$ cat config.mk
export PLATFORM = sky130hd
export DESIGN_NAME = literal_string_unescape
export DESIGN_NICKNAME = d
export VERILOG_FILES = /design/src/lsu_pkg.sv /design/src/lsu_decoder.sv /design/src/literal_string_unescape.sv
export SDC_FILE = /design/constraint.sdc
export NUM_CORES = 1
export LEC_CHECK = 0
export BUFFER_PORTS_ARGS = -buffer_cell sky130_fd_sc_hd__buf_4
export CORE_MARGIN = 2
export CORE_UTILIZATION = 40
export CTS_BUF_LIST = sky130_fd_sc_hd__clkbuf_8
export DETAILED_ROUTE_END_ITERATION = 12
export GPL_TIMING_DRIVEN = 0
export SETUP_SLACK_MARGIN = 0.2
export SLEW_MARGIN = 20
export SYNTH_ARGS = -nofsm -noshare
export SYNTH_HDL_FRONTEND = slang
export SYNTH_SLANG_ARGS = --single-unit
$ cat constraint.sdc
create_clock -name clk_i -period 4.8 [get_ports clk_i]
set_input_delay 0 -clock clk_i [delete_from_list [all_inputs] [get_ports clk_i]]
set_output_delay 0 -clock clk_i [all_outputs]
set_load 0.005 [all_outputs]
$ cat src/lsu_pkg.sv
`timescale 1ns / 1ps
// Shared types and constants for the literal string unescaper.
// No dependencies; imported by lsu_decoder and literal_string_unescape.
package lsu_pkg;

  // Default bound on parenthesis nesting
  localparam int unsigned MaxNestingDef = 255;

  // Characters with a meaning of their own
  localparam logic [7:0] ChOpen      = 8'h28;  // (
  localparam logic [7:0] ChClose     = 8'h29;  // )
  localparam logic [7:0] ChBackslash = 8'h5C;
  localparam logic [7:0] ChZero      = 8'h30;
  localparam logic [7:0] ChSeven     = 8'h37;
  localparam logic [7:0] ChLf        = 8'h0A;
  localparam logic [7:0] ChCr        = 8'h0D;
  localparam logic [7:0] ChTab       = 8'h09;
  localparam logic [7:0] ChBs        = 8'h08;
  localparam logic [7:0] ChFf        = 8'h0C;
  localparam logic [7:0] ChLowerN    = 8'h6E;
  localparam logic [7:0] ChLowerR    = 8'h72;
  localparam logic [7:0] ChLowerT    = 8'h74;
  localparam logic [7:0] ChLowerB    = 8'h62;
  localparam logic [7:0] ChLowerF    = 8'h66;

  typedef enum logic [2:0] {
    MODE_IDLE = 3'd0,
    MODE_STR  = 3'd1,
    MODE_ESC  = 3'd2,
    MODE_CR   = 3'd3,
    MODE_OCT  = 3'd4
  } mode_e;

  typedef enum logic [1:0] {
    ST_PROGRESS = 2'd0,
    ST_COMPLETE = 2'd1,
    ST_ERROR    = 2'd2
  } status_e;

  // Everything one raw byte decodes to
  typedef struct packed {
    logic [7:0] byte0;
    logic [7:0] byte1;
    logic [1:0] n_bytes;
    status_e    status;
  } dec_out_t;

endpackage

$ cat src/lsu_decoder.sv
`timescale 1ns / 1ps
// Decode state and per-byte decode logic of the literal string unescaper.
// Depends on lsu_pkg.
module lsu_decoder
  import lsu_pkg::*;
#(
  parameter int unsigned MAX_NESTING = MaxNestingDef
) (
  input  logic       clk_i,
  input  logic       rst_ni,
  input  logic       adv_i,
  input  logic [7:0] data_i,
  input  logic       eod_i,
  output dec_out_t   dec_o
);

  localparam int unsigned DepthW = $clog2(MAX_NESTING + 1);

  typedef struct packed {
    mode_e             mode;
    logic [DepthW-1:0] depth;
    logic              emit;
    logic [7:0]        ch;
    status_e           status;
  } str_res_t;

  mode_e             mode_q, mode_d;
  logic [DepthW-1:0] depth_q, depth_d;
  logic [8:0]        acc_q, acc_d;
  logic [1:0]        digits_q, digits_d;

  // Plain string byte: nesting, end of string, start of escape
  function automatic str_res_t str_step(input logic [7:0] c, input logic [DepthW-1:0] d);
    str_res_t r;
    r.mode   = MODE_STR;
    r.depth  = d;
    r.emit   = 1'b0;
    r.ch     = c;
    r.status = ST_PROGRESS;
    if (c == ChOpen) begin
      if (d >= DepthW'(MAX_NESTING)) begin
        r.mode   = MODE_IDLE;
        r.depth  = '0;
        r.status = ST_ERROR;
      end else begin
        r.depth = d + 1'b1;
        r.emit  = 1'b1;
      end
    end else if (c == ChClose) begin
      if (d <= DepthW'(1)) begin
        r.mode   = MODE_IDLE;
        r.depth  = '0;
        r.status = ST_COMPLETE;
      end else begin
        r.depth = d - 1'b1;
        r.emit  = 1'b1;
      end
    end else if (c == ChBackslash) begin
      r.mode = MODE_ESC;
    end else begin
      r.emit = 1'b1;
    end
    return r;
  endfunction

  // Decode one byte against the current state
  always_comb begin
    str_res_t   sr;
    logic       oct;
    logic [8:0] acc_n;
    mode_d          = mode_q;
    depth_d         = depth_q;
    acc_d           = acc_q;
    digits_d        = digits_q;
    dec_o.byte0     = 8'h00;
    dec_o.byte1     = 8'h00;
    dec_o.n_bytes   = 2'd0;
    dec_o.status    = ST_PROGRESS;
    oct             = (data_i inside {[ChZero:ChSeven]});
    acc_n           = {acc_q[5:0], data_i[2:0]};
    sr              = str_step(data_i, depth_q);

    case (mode_q)
      MODE_IDLE: begin
        acc_d    = '0;
        digits_d = '0;
        if (data_i == ChOpen) begin
          depth_d = DepthW'(1);
          mode_d  = MODE_STR;
        end else begin
          depth_d      = '0;
          dec_o.status = ST_ERROR;
        end
      end
      MODE_ESC: begin
        mode_d        = MODE_STR;
        dec_o.n_bytes = 2'd1;
        case (data_i)
          ChLowerN: dec_o.byte0 = ChLf;
          ChLowerR: dec_o.byte0 = ChCr;
          ChLowerT: dec_o.byte0 = ChTab;
          ChLowerB: dec_o.byte0 = ChBs;
          ChLowerF: dec_o.byte0 = ChFf;
          ChCr: begin
            mode_d        = MODE_CR;
            dec_o.n_bytes = 2'd0;
          end
          ChLf: dec_o.n_bytes = 2'd0;
          default: begin
            if (oct) begin
              acc_d         = {6'd0, data_i[2:0]};
              digits_d      = 2'd1;
              mode_d        = MODE_OCT;
              dec_o.n_bytes = 2'd0;
            end else begin
              dec_o.byte0 = data_i;
            end
          end
        endcase
      end
      MODE_OCT: begin
        if (oct) begin
          if (digits_q >= 2'd2) begin
            // third digit: emit at once
            dec_o.byte0   = acc_n[7:0];
            dec_o.n_bytes = 2'd1;
            acc_d         = '0;
            digits_d      = '0;
            mode_d        = MODE_STR;
          end else begin
            acc_d    = acc_n;
            digits_d = digits_q + 2'd1;
          end
        end else begin
          // flush the pending octal byte, then decode this one as plain
          dec_o.byte0   = acc_q[7:0];
          dec_o.byte1   = sr.ch;
          dec_o.n_bytes = sr.emit ? 2'd2 : 2'd1;
          acc_d         = '0;
          digits_d      = '0;
          mode_d        = sr.mode;
          depth_d       = sr.depth;
          dec_o.status  = sr.status;
        end
      end
      MODE_CR: begin
        if (data_i == ChLf) begin
          mode_d = MODE_STR;
        end else begin
          dec_o.byte0   = sr.ch;
          dec_o.n_bytes = {1'b0, sr.emit};
          mode_d        = sr.mode;
          depth_d       = sr.depth;
          dec_o.status  = sr.status;
        end
      end
      default: begin
        dec_o.byte0   = sr.ch;
        dec_o.n_bytes = {1'b0, sr.emit};
        mode_d        = sr.mode;
        depth_d       = sr.depth;
        dec_o.status  = sr.status;
      end
    endcase

    // Data ran out with the string still open
    if (eod_i && dec_o.status == ST_PROGRESS && mode_d != MODE_IDLE) begin
      dec_o.status = ST_ERROR;
      mode_d       = MODE_IDLE;
    end
    if (mode_d == MODE_IDLE) begin
      depth_d  = '0;
      acc_d    = '0;
      digits_d = '0;
    end
  end

  // Advance the decode state on every byte handed to the result buffer
  always_ff @(posedge clk_i or negedge rst_ni) begin
    if (!rst_ni) begin
      mode_q   <= MODE_IDLE;
      depth_q  <= '0;
      acc_q    <= '0;
      digits_q <= '0;
    end else if (adv_i) begin
      mode_q   <= mode_d;
      depth_q  <= depth_d;
      acc_q    <= acc_d;
      digits_q <= digits_d;
    end
  end

endmodule

$ cat src/literal_string_unescape.sv
`timescale 1ns / 1ps
// Top level of the literal string unescaper: input register, result buffer.
// Depends on lsu_pkg and lsu_decoder.
//
// Usage:
//   Input channel (in_valid_i / in_ready_o) carries one raw byte and an
//   end-of-data flag per transfer. Output channel (out_valid_o / out_ready_i)
//   carries one result per transfer: a decoded byte with byte_valid_o, the
//   status (in progress, complete, error) and last_of_run_o on the final
//   result of each input byte. Each input byte gives one or two results.
//   Path: a byte accepted into the input register is decoded into the result
//   buffer once the buffer is free, and its first result is offered from there.
//   Throughput: one input byte per cycle while each gives a single result and
//   out_ready_i stays high; a byte that gives two results holds the result
//   buffer until both are taken, as the output port completes one per cycle.
//   Stall: when out_ready_i is low the result buffer holds, the input
//   register fills behind it and in_ready_o drops; nothing is lost.
//   Reset: the decoder returns to idle (awaiting an opening parenthesis)
//   with zero nesting depth; both registers are emptied.
module literal_string_unescape
  import lsu_pkg::*;
#(
  parameter int unsigned MAX_NESTING = MaxNestingDef
) (
  input  logic       clk_i,
  input  logic       rst_ni,
  input  logic       in_valid_i,
  output logic       in_ready_o,
  input  logic [7:0] data_byte_i,
  input  logic       end_of_data_i,
  output logic       out_valid_o,
  input  logic       out_ready_i,
  output logic [7:0] out_byte_o,
  output logic       byte_valid_o,
  output logic [1:0] status_o,
  output logic       last_of_run_o
);

  logic       s1_valid_q;
  logic [7:0] s1_byte_q;
  logic       s1_eod_q;
  logic       buf_valid_q;
  logic       buf_sel_q;
  dec_out_t   buf_q;
  dec_out_t   dec;
  logic       buf_two, buf_pop, buf_free, s1_adv, in_xfer;

  lsu_decoder #(
    .MAX_NESTING(MAX_NESTING)
  ) u_decoder (
    .clk_i (clk_i),
    .rst_ni(rst_ni),
    .adv_i (s1_adv),
    .data_i(s1_byte_q),
    .eod_i (s1_eod_q),
    .dec_o (dec)
  );

  // Handshake between input register and result buffer
  assign buf_two    = (buf_q.n_bytes == 2'd2);
  assign buf_pop    = buf_valid_q && out_ready_i && (!buf_two || buf_sel_q);
  assign buf_free   = !buf_valid_q || buf_pop;
  assign s1_adv     = s1_valid_q && buf_free;
  assign in_ready_o = !s1_valid_q || s1_adv;
  assign in_xfer    = in_valid_i && in_ready_o;

  // Input register
  always_ff @(posedge clk_i or negedge rst_ni) begin
    if (!rst_ni) begin
      s1_valid_q <= 1'b0;
    end else if (in_ready_o) begin
      s1_valid_q <= in_valid_i;
    end
  end

  always_ff @(posedge clk_i) begin
    if (in_xfer) begin
      s1_byte_q <= data_byte_i;
      s1_eod_q  <= end_of_data_i;
    end
  end

  // Result buffer: hold the decode, step through its results
  always_ff @(posedge clk_i or negedge rst_ni) begin
    if (!rst_ni) begin
      buf_valid_q <= 1'b0;
      buf_sel_q   <= 1'b0;
    end else if (buf_free) begin
      buf_valid_q <= s1_valid_q;
      buf_sel_q   <= 1'b0;
    end else if (buf_valid_q && out_ready_i) begin
      buf_sel_q <= 1'b1;
    end
  end

  always_ff @(posedge clk_i) begin
    if (s1_adv) begin
      buf_q <= dec;
    end
  end

  // Drive the current result
  always_comb begin
    out_valid_o   = buf_valid_q;
    out_byte_o    = 8'h00;
    byte_valid_o  = 1'b0;
    status_o      = buf_q.status;
    last_of_run_o = 1'b1;
    if (buf_two && !buf_sel_q) begin
      out_byte_o    = buf_q.byte0;
      byte_valid_o  = 1'b1;
      status_o      = ST_PROGRESS;
      last_of_run_o = 1'b0;
    end else if (buf_two) begin
      out_byte_o   = buf_q.byte1;
      byte_valid_o = 1'b1;
    end else if (buf_q.n_bytes == 2'd1) begin
      out_byte_o   = buf_q.byte0;
      byte_valid_o = 1'b1;
    end
  end

endmodule

# Yosys cells after proc, flatten, opt, wreduce, memory -nomap -nowiden
# Cells that the tools add are included.
# word_totals
ff_bits	53
latch_bits	0
ramBits	0
romBits	0
output_inout_bits	14
mem_count	0
# classes
addsub	3
mul	0
div_mod_pow	0
order_cmp	5
eq_ne	20
n_shift	0
n_mux	67
bitwise	0
n_reduce_logical	27
# ops
op	n
$mux W8	18
$pmux W8 S4	2
$eq A8 B7 Y1 const B	6
$pmux W8 S6	1
$mux W2	14
$mux W3	8
$pmux W8 S3	1
$eq A8 B4 Y1 const B	2
$eq A8 B6 Y1 const B	2
$mux W1	16
$pmux W2 S4	2
$mux W12	1
$pmux W3 S4	1
$add A8 B1 Y8 const B	1
$ge A8 B6 Y1 const B	1
$ge A8 B8 Y1 const B	1
$le A8 B1 Y1 const B	1
$le A8 B6 Y1 const B	1
$logic_and A1 B1 Y1	8
$reduce_and A4 Y1	2
$sub A8 B1 Y8 const B	1
$reduce_or A7 Y1	1
$eq A3 B2 Y1 const B	2
$logic_not A3 Y1	2
21 further kinds	27

# Longest topological paths before layout
# Gate-level depths: netlist of run 1.
# depth
depth_word	13
ltp_mapped	13
depth_no_buf	11

# Cells and area by module
# A second synthesis of run 1 with hierarchy kept.
# hier_totals
hier_cells	347
hier_area_um2	3400.8
# modules_own_cells
mod	instances	cells_per_inst	area_per_inst_um2	seq_area_each_um2
lsu_decoder	1	275	2128.3	525.5
literal_string_unescape	1	72	1272.5	945.9

# Worst setup path after synthesis of run 1
# No wires, ideal clock.
# synth_timing
path_type	register to register
startpoint	reg buf_q[2] in the netlist's numbering
endpoint	reg u_decoder.depth_q[6]
setup_time_ns	0.096
arrival_time_ns	2.743
required_time_ns	4.704
setup_slack_ns	1.962
stages_incl_launch_ff	14
path_buffers	2
path_cell_list	edfxtp_1 > inv_1 > ha_1 > buf_2 > nor2b_1 > inv_2 > a21boi_1 > nand2b_1 > buf_2 > clkinv_1 > o211a_1 > a21oi_2 > a21oi_1 > o31ai_1
# synth_via
elab_chain_cells	7
# synth_lines
element	line	rtl
start: declaration	literal_string_unescape.sv:44	dec_out_t buf_q;
start signal: assignment	literal_string_unescape.sv:98	buf_q <= dec;
$eq A2 B2 Y1	literal_string_unescape.sv:60	assign buf_two = (buf_q.n_bytes == 2'd2);
$logic_not A1 Y1	literal_string_unescape.sv:61	assign buf_pop = buf_valid_q && out_ready_i && (!buf_two || buf_sel_q);
$logic_or A1 B1 Y1	literal_string_unescape.sv:61	
$logic_and A1 B1 Y1	literal_string_unescape.sv:61	
$logic_or A1 B1 Y1	literal_string_unescape.sv:62	assign buf_free = !buf_valid_q || buf_pop;
$logic_and A1 B1 Y1	literal_string_unescape.sv:63	assign s1_adv = s1_valid_q && buf_free;
net s1_adv	literal_string_unescape.sv:46	logic buf_two, buf_pop, buf_free, s1_adv, in_xfer;
$reduce_and A4 Y1 (no source line)	n/a	
end signal: assignment	lsu_decoder.sv:187	depth_q <= depth_d;
end: declaration	lsu_decoder.sv:28	logic [DepthW-1:0] depth_q, depth_d;
# The timed path passes the listed nets, and every way through them passes these cells.
# A chain may end at the register's enable or synchronous reset.

# Worst setup path in the final report of run 1
# Ends and elaborated chain as after synthesis.

==> out/summary.log, run 1 <==
qor: sta.worst_pin_slew 939.4 ps
qor: sta.final_count_of_pins_violating_max_slew 0
qor: worst_setup_path.worstSetupEndpointType flop
qor: worst_setup_path.arrival 3780 ps
qor: logic_synthesis.synth_async_sr_flop_share 0.4528
qor: logic_synthesis.syn_avg_cell_area 10.12 um^2
qor: clock_tree.cts_stage_hold_buffer_count 12
qor: clock_tree.clk_pin_slew 100 ps
qor: layout.final_core_util 0.4788
qor: detailed_routing.detail_route.drc_violations 0
qor: clock_tree.postCtsSetupBuffers 0
qor: grt.met3_use_gr 0.02713
qor: clock_tree.numClockSinks 53
qor: logic_synthesis.synth_area_in_compound_gates 0.2279
qor: detailed_routing.drt_first_pass_iters 5
qor: worst_setup_path.path_buf_inv 5
qor: placement.preCtsSetupSlack 1199 ps
qor: grt.gr-max-usage-layer met2
qor: worst_setup_path.critPathTopFamily buffers and inverters
qor: detailed_routing.via_per_inst 5.770
qor: pwr.power.combinational.fraction 0.154
qor: floorplanning.floorplan.initialDensity 0.4070
qor: logic_synthesis.largest_family_of_logic_cells_by_synthesized_area compound AO/OA/AOI/OAI gates
qor: outcome.outcome completed
qor: layout.nFillCells 751
qor: worst_setup_path.crit_fanout 28
qor: floorplanning.core_area 8134 um^2
qor: pwr.switching_share 0.2402
qor: logic_synthesis.synth_area_leaders edfxtp_1 (26%), dfrtp_1 (18%), a22o_1 (5.0%)
qor: clock_tree.worst_skew_pair.late_latency 310 ps
qor: detailed_routing.num_vias 2758
qor: grt.grt_usage 0.1885
qor: layout.seqCellArea 1471 um^2
qor: clock_tree.tritoncts done
qor: worst_setup_path.critical_path_class flop to flop
qor: logic_synthesis.synth-edff-count 29
qor: grt.grt_max_degree 29
qor: worst_setup_path.max_stage_delay 760 ps
qor: worst_setup_path.r2r_slack 1240 ps
qor: floorplanning.dieWidth 94.98 um
qor: clock_tree.cts_buffers 5
qor: sta.timing.fmax 0.2812 GHz
qor: pwr.power-per-cell-area 267.0 nW/um^2
qor: layout.p_r_area_growth_vs_syn 17.65%
qor: sta.worst_slew_margin_rel 0.3699
qor: sta.unrepaired_setup_endpoints_after_global_routing no
qor: pwr.clock_power_share 0.345
qor: detailed_routing.finalWirelength 7938 um
qor: sta.setup_violations 0
qor: logic_synthesis.synthesis.area 3311 um^2
qor: logic_synthesis.synth-warning-count 0
qor: sta.layout_min_cycle_time 3556 ps
qor: layout.proportion_of_layout_cells_with_a_drive_suffix_above_1 0.1796
qor: layout.multiInputGateArea 1668 um^2
qor: grt.globalRoute.totalOverflow 0
qor: logic_synthesis.synth_cells 327
qor: worst_setup_path.cp.required 5020 ps
qor: worst_setup_path.path_cells inv_1 -> ha_1 -> buf_2 -> nor2b_1 -> inv_2 -> a21boi_1 -> nand2b_1 -> buf_2 -> clkinv_1 -> o211a_1 -> a21oi_2 -> a21oi_1 -> o31ai_1
qor: layout.insertedDiodeCount 0
qor: clock_tree.ctsRootBufferMaster clkbuf_8
qor: layout.layout.cell_area.non_filler 3895 um^2
qor: logic_synthesis.ys_seq_elements 53
qor: logic_synthesis.syn-num-nets 345
qor: worst_setup_path.timing.critical_path.from_type flop
qor: logic_synthesis.synth-adder-area-share 0.01890
qor: pwr.power.net_switching 249.9 uW
qor: worst_setup_path.cp_common_cell buf_2
qor: grt.globalRouteMet2Util 0.3109
qor: floorplanning.die_height 94.98 um
qor: sta.finalHoldViolCount 0
qor: logic_synthesis.number_of_distinct_standard_cells_referenced_by_the_synthesized_netlist 69
qor: grt.number_of_antenna_violations_at_the_first_check_in_global_routing 0
qor: pwr.seq_power_share 0.501
qor: pwr.design_power_total 1.040 mW
qor: run.drv_cap 0
qor: sta.min_period_over_period 0.7407
qor: layout.layout.cells.most_common_list edfxtp_1 (29), buf_4 (26), nand2_1 (24), dfrtp_1 (24), a22o_1 (19)
qor: detailed_routing.detailedRoute.firstIterationViolations 256
qor: logic_synthesis.synth.mux.area_fraction 0.03930
qor: placement.count_of_input_and_output_buffers 26
qor: placement.post-place-cells 458
qor: detailed_routing.route.antenna.remaining_nets 0
qor: layout.final_net_count 390
qor: clock_tree.cts.repair.resized 0
qor: logic_synthesis.synth_simple_gate_area_share 0.2150
qor: sta.skew_final 7.241 ps
qor: grt.met1_usage 0.2482
qor: placement.place.gp.congestion 0.9405
qor: logic_synthesis.synth-xor-area-share 0.002646
qor: clock_tree.h-tree-depth 2
qor: sta.postLayoutSetupSlackWorst 1244 ps
qor: worst_setup_path.slowest_cell_on_crit_path clkinv_1
qor: grt.grt_pass1_wl 13150 um
qor: clock_tree.buffer_depth_of_the_longest_clock_path 2
qor: logic_synthesis.synth_ff_type edfxtp_1
qor: logic_synthesis.post_synthesis_sequential_area_ratio 0.4444
qor: grt.number_of_global_route_vias_before_repair 2598
qor: floorplanning.fp-row-count 33
qor: floorplanning.io_pins 27
qor: sta.worst_hold_slack 128.5 ps
qor: worst_hold_path.hold_path_class input port to asynchronous set/reset pin
qor: floorplanning.floorplan.die_area 9020 um^2
qor: placement.place_hpwl 5835 um
qor: worst_setup_path.worst_reg2reg_startpoint buf_q[2]
qor: logic_synthesis.synth_top_area_frac 0.2630
qor: layout.layoutNonFillerInstCount 478
qor: worst_setup_path.worst_reg2reg_path_endpoint u_decoder.depth_q[6]
qor: placement.placed_area 3637 um^2
qor: pwr.vdd_ir_drop_max 0.1220 mV
qor: layout.layout_commonest_cell edfxtp_1
qor: sta.tns 0 ps
qor: pwr.internal-power 790.2 uW
qor: detailed_routing.drt-wirelength-per-cell 16.61 um
qor: worst_setup_path.reg2regPathDepth 13
qor: pwr.static-leakage-power 1.557 nW
qor: logic_synthesis.netlist.top_cell.by_area edfxtp_1
-- area by class of cell --
type	instances	area share
Buffer	22	0.02666
Clock buffer	5	0.01767
Clock inverter	3	0.01767
Inverter	18	0.01735
Multi-Input combinational cell	234	0.4282
Sequential cell	53	0.3778
Tap cell	105	0.03373
Timing Repair Buffer	38	0.08095
-- power by group through the flow --
stage	clock [mW]	combinational, mW	sequential (mW)
after floorplan	0	0.0962	0.527
after global placement	0	0.152	0.530
after detailed placement	0	0.154	0.531
after CTS	0.371	0.162	0.521
after global routing	0.386	0.179	0.524
final	0.359	0.160	0.521
-- how the worst max path moves through the flow --
stage                   from                   end  depth (start not counted)
finish              buf_q[2]  u_decoder.depth_q[6]                         13
global route        buf_q[2]  u_decoder.depth_q[4]                         13
CTS                 buf_q[2]  u_decoder.depth_q[6]                         13
detailed placement  buf_q[2]  u_decoder.depth_q[6]                         13
global placement    buf_q[2]  u_decoder.depth_q[6]                         13
floorplan           buf_q[2]  u_decoder.depth_q[6]                         13
-- registers in the layout, summed over array words and instances, names as in the netlist --
| signal | count |
|---|---|
| buf_sel_q | 1 |
| s1_eod_q | 1 |
| s1_byte_q | 8 |
| u_decoder.mode_q | 3 |
| buf_q | 20 |
| u_decoder.digits_q | 2 |
| s1_valid_q | 1 |
| out_valid_o | 1 |
| u_decoder.depth_q | 8 |
| u_decoder.acc_q | 8 |
-- synthesized netlist by cell type (2+ instances only) --
master,number
and4_1,4
mux2i_1,4
and3_1,10
and2_1,9
ha_1,5
clkbuf_1,15
a21o_1,4
a22o_1,19
a21oi_1,12
nand3b_1,2
nor2b_1,5
o41ai_1,3
a31oi_1,8
nor3b_1,2
o31ai_1,7
o211ai_1,4
a22oi_1,4
buf_6,2
inv_1,16
dfrtp_1,24
or3b_2,4
nor3_1,7
nand3_1,7
nor2_1,15
nand4_1,4
mux2_2,8
edfxtp_1,29
a222oi_1,2
o21ai_0,12
nor4b_1,2
nand2_1,24
o211a_1,2
nand2b_1,5
buf_2,5
nor4_1,6
a211oi_1,3
-- metal layers --
layer  vias to the layer above  share of wire  wire [um]
met3                        15          0.042        334
met4                         0          0.031        248
li1                       1344              -          -
met5                         -              0          0
met2                        86           0.48       3807
met1                      1313           0.45       3547
-- logic make-up after synthesis --
| family | after synthesis |
|---|---|
| DFF | 53 |
| buffers and inverters | 40 |
| xor gates and xnor gates | 1 |
| muxes | 12 |
| AOI/OAI and AO/OA | 98 |
| and+or+nand+nor | 118 |
| adders and majority gates | 5 |
Power figures use the tool's default switching activity.
==> run 2, diff against run 1 <==
==> constraint.sdc (replaced) <==
create_clock -name clk_i -period 3.05 [get_ports clk_i]
set_input_delay 0 -clock clk_i [delete_from_list [all_inputs] [get_ports clk_i]]
set_output_delay 0 -clock clk_i [all_outputs]
set_load 0.005 [all_outputs]
==> run 2 against run 1 <==
Compared with the run above:
- first-iteration DRC count grew 8.2%
- non-clock buffer count stayed put
- routed wire length up 2.0%
- clock power up 58%
- sequential share of layout area is 0.56 points lower
- count of clock-buffer cells in the layout unchanged
- sequential power grew 57%
- critical endpoint is now u_decoder.depth_q[3]
==> out/summary.log, run 2 (synthesis results as in run 1) <==
qor: outcome.outcome completed [unchanged]
qor: clock_tree.cts_buffers 5 [unchanged]
qor: worst_setup_path.timing.critical_path.from_type flop [unchanged]
qor: sta.tns 0 ps [unchanged]
qor: layout.largest_register_ff_count 20 [unchanged]
qor: placement.place_hpwl 5835 um [unchanged]
qor: layout.layout_commonest_cell edfxtp_1 [unchanged]
qor: pwr.switching_share 0.2453 [was 0.2402]
qor: layout.multiInputGateArea 1709 um^2 [was 1668 um^2]
qor: sta.timing.fmax 0.3761 GHz [was 0.2812 GHz]
qor: clock_tree.numClockSinks 53 [unchanged]
qor: floorplanning.floorplan.initialDensity 0.4070 [unchanged]
qor: detailed_routing.drt_first_pass_iters 5 [unchanged]
qor: sta.worst_slew_margin_rel 0.3487 [was 0.3699]
qor: sta.final_count_of_pins_violating_max_slew 0 [unchanged]
qor: sta.postLayoutSetupSlackWorst 391.0 ps [was 1244 ps]
qor: clock_tree.ctsRootBufferMaster clkbuf_8 [unchanged]
qor: detailed_routing.route.antenna.remaining_nets 0 [unchanged]
qor: worst_setup_path.arrival 2880 ps [was 3780 ps]
qor: placement.preCtsSetupSlack -550.6 ps [was 1199 ps]
qor: detailed_routing.via_per_inst 5.875 [was 5.770]
qor: worst_setup_path.critical_path_class flop to flop [unchanged]
qor: detailed_routing.num_vias 2814 [was 2758]
qor: sta.worst_pin_slew 969.5 ps [was 939.4 ps]
qor: detailed_routing.detail_route.drc_violations 0 [unchanged]
qor: placement.count_of_input_and_output_buffers 26 [unchanged]
qor: pwr.clock_power_share 0.343 [was 0.345]
qor: pwr.internal-power 1.249 mW [was 790.2 uW]
qor: pwr.power-per-cell-area 418.6 nW/um^2 [was 267.0 nW/um^2]
qor: layout.p_r_area_growth_vs_syn 19.43% [was 17.65%]
qor: grt.number_of_global_route_vias_before_repair 2615 [was 2598]
qor: floorplanning.dieWidth 94.98 um [unchanged]
qor: sta.worst_hold_slack 127.4 ps [was 128.5 ps]
qor: clock_tree.clk_pin_slew 100 ps [about the same]
qor: layout.layout.cells.most_common_list edfxtp_1 (29), buf_4 (26), nand2_1 (24), dfrtp_1 (24), a22o_1 (19) [unchanged]
qor: clock_tree.worst_skew_pair.late_latency 310 ps [about the same]
qor: floorplanning.io_pins 27 [unchanged]
qor: pwr.power.net_switching 406.1 uW [was 249.9 uW]
qor: worst_hold_path.hold_path_class input port to asynchronous set/reset pin [unchanged]
qor: floorplanning.core_area 8134 um^2 [unchanged]
qor: floorplanning.die_height 94.98 um [unchanged]
qor: layout.final_net_count 391 [was 390]
qor: layout.seqCellArea 1471 um^2 [unchanged]
qor: layout.proportion_of_layout_cells_with_a_drive_suffix_above_1 0.2059 [was 0.1796]
qor: sta.skew_final 7.621 ps [was 7.241 ps]
qor: grt.grt_max_degree 29 [unchanged]
qor: pwr.vdd_ir_drop_max 0.1894 mV [was 0.1220 mV]
qor: detailed_routing.finalWirelength 8093 um [was 7938 um]
qor: worst_setup_path.crit_fanout 10 [was 28]
qor: grt.number_of_antenna_violations_at_the_first_check_in_global_routing 0 [unchanged]
qor: floorplanning.floorplan.die_area 9020 um^2 [unchanged]
qor: layout.insertedDiodeCount 0 [unchanged]
qor: layout.nFillCells 740 [was 751]
qor: pwr.static-leakage-power 1.576 nW [was 1.557 nW]
qor: pwr.power.combinational.fraction 0.162 [was 0.154]
qor: pwr.seq_power_share 0.495 [was 0.501]
qor: clock_tree.buffer_depth_of_the_longest_clock_path 2 [unchanged]
qor: sta.setup_violations 0 [unchanged]
qor: layout.regMostFlops buf_q [unchanged]
qor: placement.place.gp.congestion 0.9405 [unchanged]
qor: grt.grt_usage 0.1888 [was 0.1885]
qor: sta.min_period_over_period 0.8718 [was 0.7407]
qor: detailed_routing.detailedRoute.firstIterationViolations 277 [was 256]
qor: layout.final_core_util 0.4861 [was 0.4788]
qor: sta.unrepaired_setup_endpoints_after_global_routing no [unchanged]
qor: detailed_routing.drt-wirelength-per-cell 16.90 um [was 16.61 um]
qor: sta.finalHoldViolCount 0 [unchanged]
qor: floorplanning.fp-row-count 33 [unchanged]
qor: sta.layout_min_cycle_time 2659 ps [was 3556 ps]
qor: clock_tree.h-tree-depth 2 [unchanged]
qor: worst_setup_path.worstSetupEndpointType flop [unchanged]
qor: worst_setup_path.r2r_slack 390 ps [was 1240 ps]
qor: run.drv_cap 0 [unchanged]
qor: grt.globalRoute.totalOverflow 0 [unchanged]
qor: grt.grt_pass1_wl 13190 um [was 13150 um]
qor: clock_tree.tritoncts done [unchanged]
qor: pwr.design_power_total 1.655 mW [was 1.040 mW]
qor: worst_setup_path.cp.required 3270 ps [was 5020 ps]
[run 2: through the flow]
stage          cell area (um^2)  cells
2_1_floorplan              3311    327
3_3_place_gp               3637    458
3_5_place_dp               3637    458
4_1_cts                    3915    478
5_1_grt                    3954    479
6_report                   3954    479
[run 2: layout make-up]
cell class              instances  share of cell area
flip-flops and latches         53              0.3722
well taps                     105             0.03323
multi-input cells             235              0.4323
repair buffers                 38             0.07975
plain buffers                  22             0.02753
inverters                      18             0.02025
clock inverters                 3             0.01741
clock buffers                   5             0.01741
[run 2: layer usage]
layer  global-route usage  share of wire  vias to the layer above
li1                     -              -                     1354
met1               0.2472           0.43                     1341
met2               0.3109           0.48                      102
met3              0.02873          0.053                       17
met4              0.07971          0.032                        0
met5                    0              0                        -
[run 2: final timing paths]
| path | to | depth (start not counted) | startpoint |
|---|---|---|---|
| worst max-delay path | u_decoder.depth_q[3] | 8 | s1_byte_q[6] |
| worst min-delay path | buf_sel_q | 2 | rst_ni |
| worst max register to register | u_decoder.depth_q[3] | 8 | s1_byte_q[6] |
| worst min register to register | out_valid_o | 1 | s1_valid_q |
| max in group asynchronous | u_decoder.mode_q[1] | 2 | rst_ni |
| min in group clk_i | s1_eod_q | 2 | end_of_data_i |
[run 2: critical path, stage by stage, from the launching register on]
cell      delay [ps]
edfxtp_1         400
clkbuf_1         270
nor4b_2          400
and4_1           320
a41oi_2          240
clkbuf_2         300
nor2_2           230
nand2_1          130
o31ai_1          270
[run 2: timing repair]
action	in CTS	in global routing
buffers inserted	0	0
setup endpoints to repair	39	14
gates resized for setup	4	11
gates cloned	0	1
hold endpoints to repair	35	0
hold buffers	12	0
[run 2: power by group through the flow]
stage          Combinational, mW  Clock, mW  Sequential (mW)
5_1_grt                    0.297      0.608            0.823
3_5_place_dp               0.242          0            0.836
4_1_cts                    0.262      0.584            0.819
2_1_floorplan              0.151          0            0.829
3_3_place_gp               0.239          0            0.834
6_report                   0.268      0.568            0.819
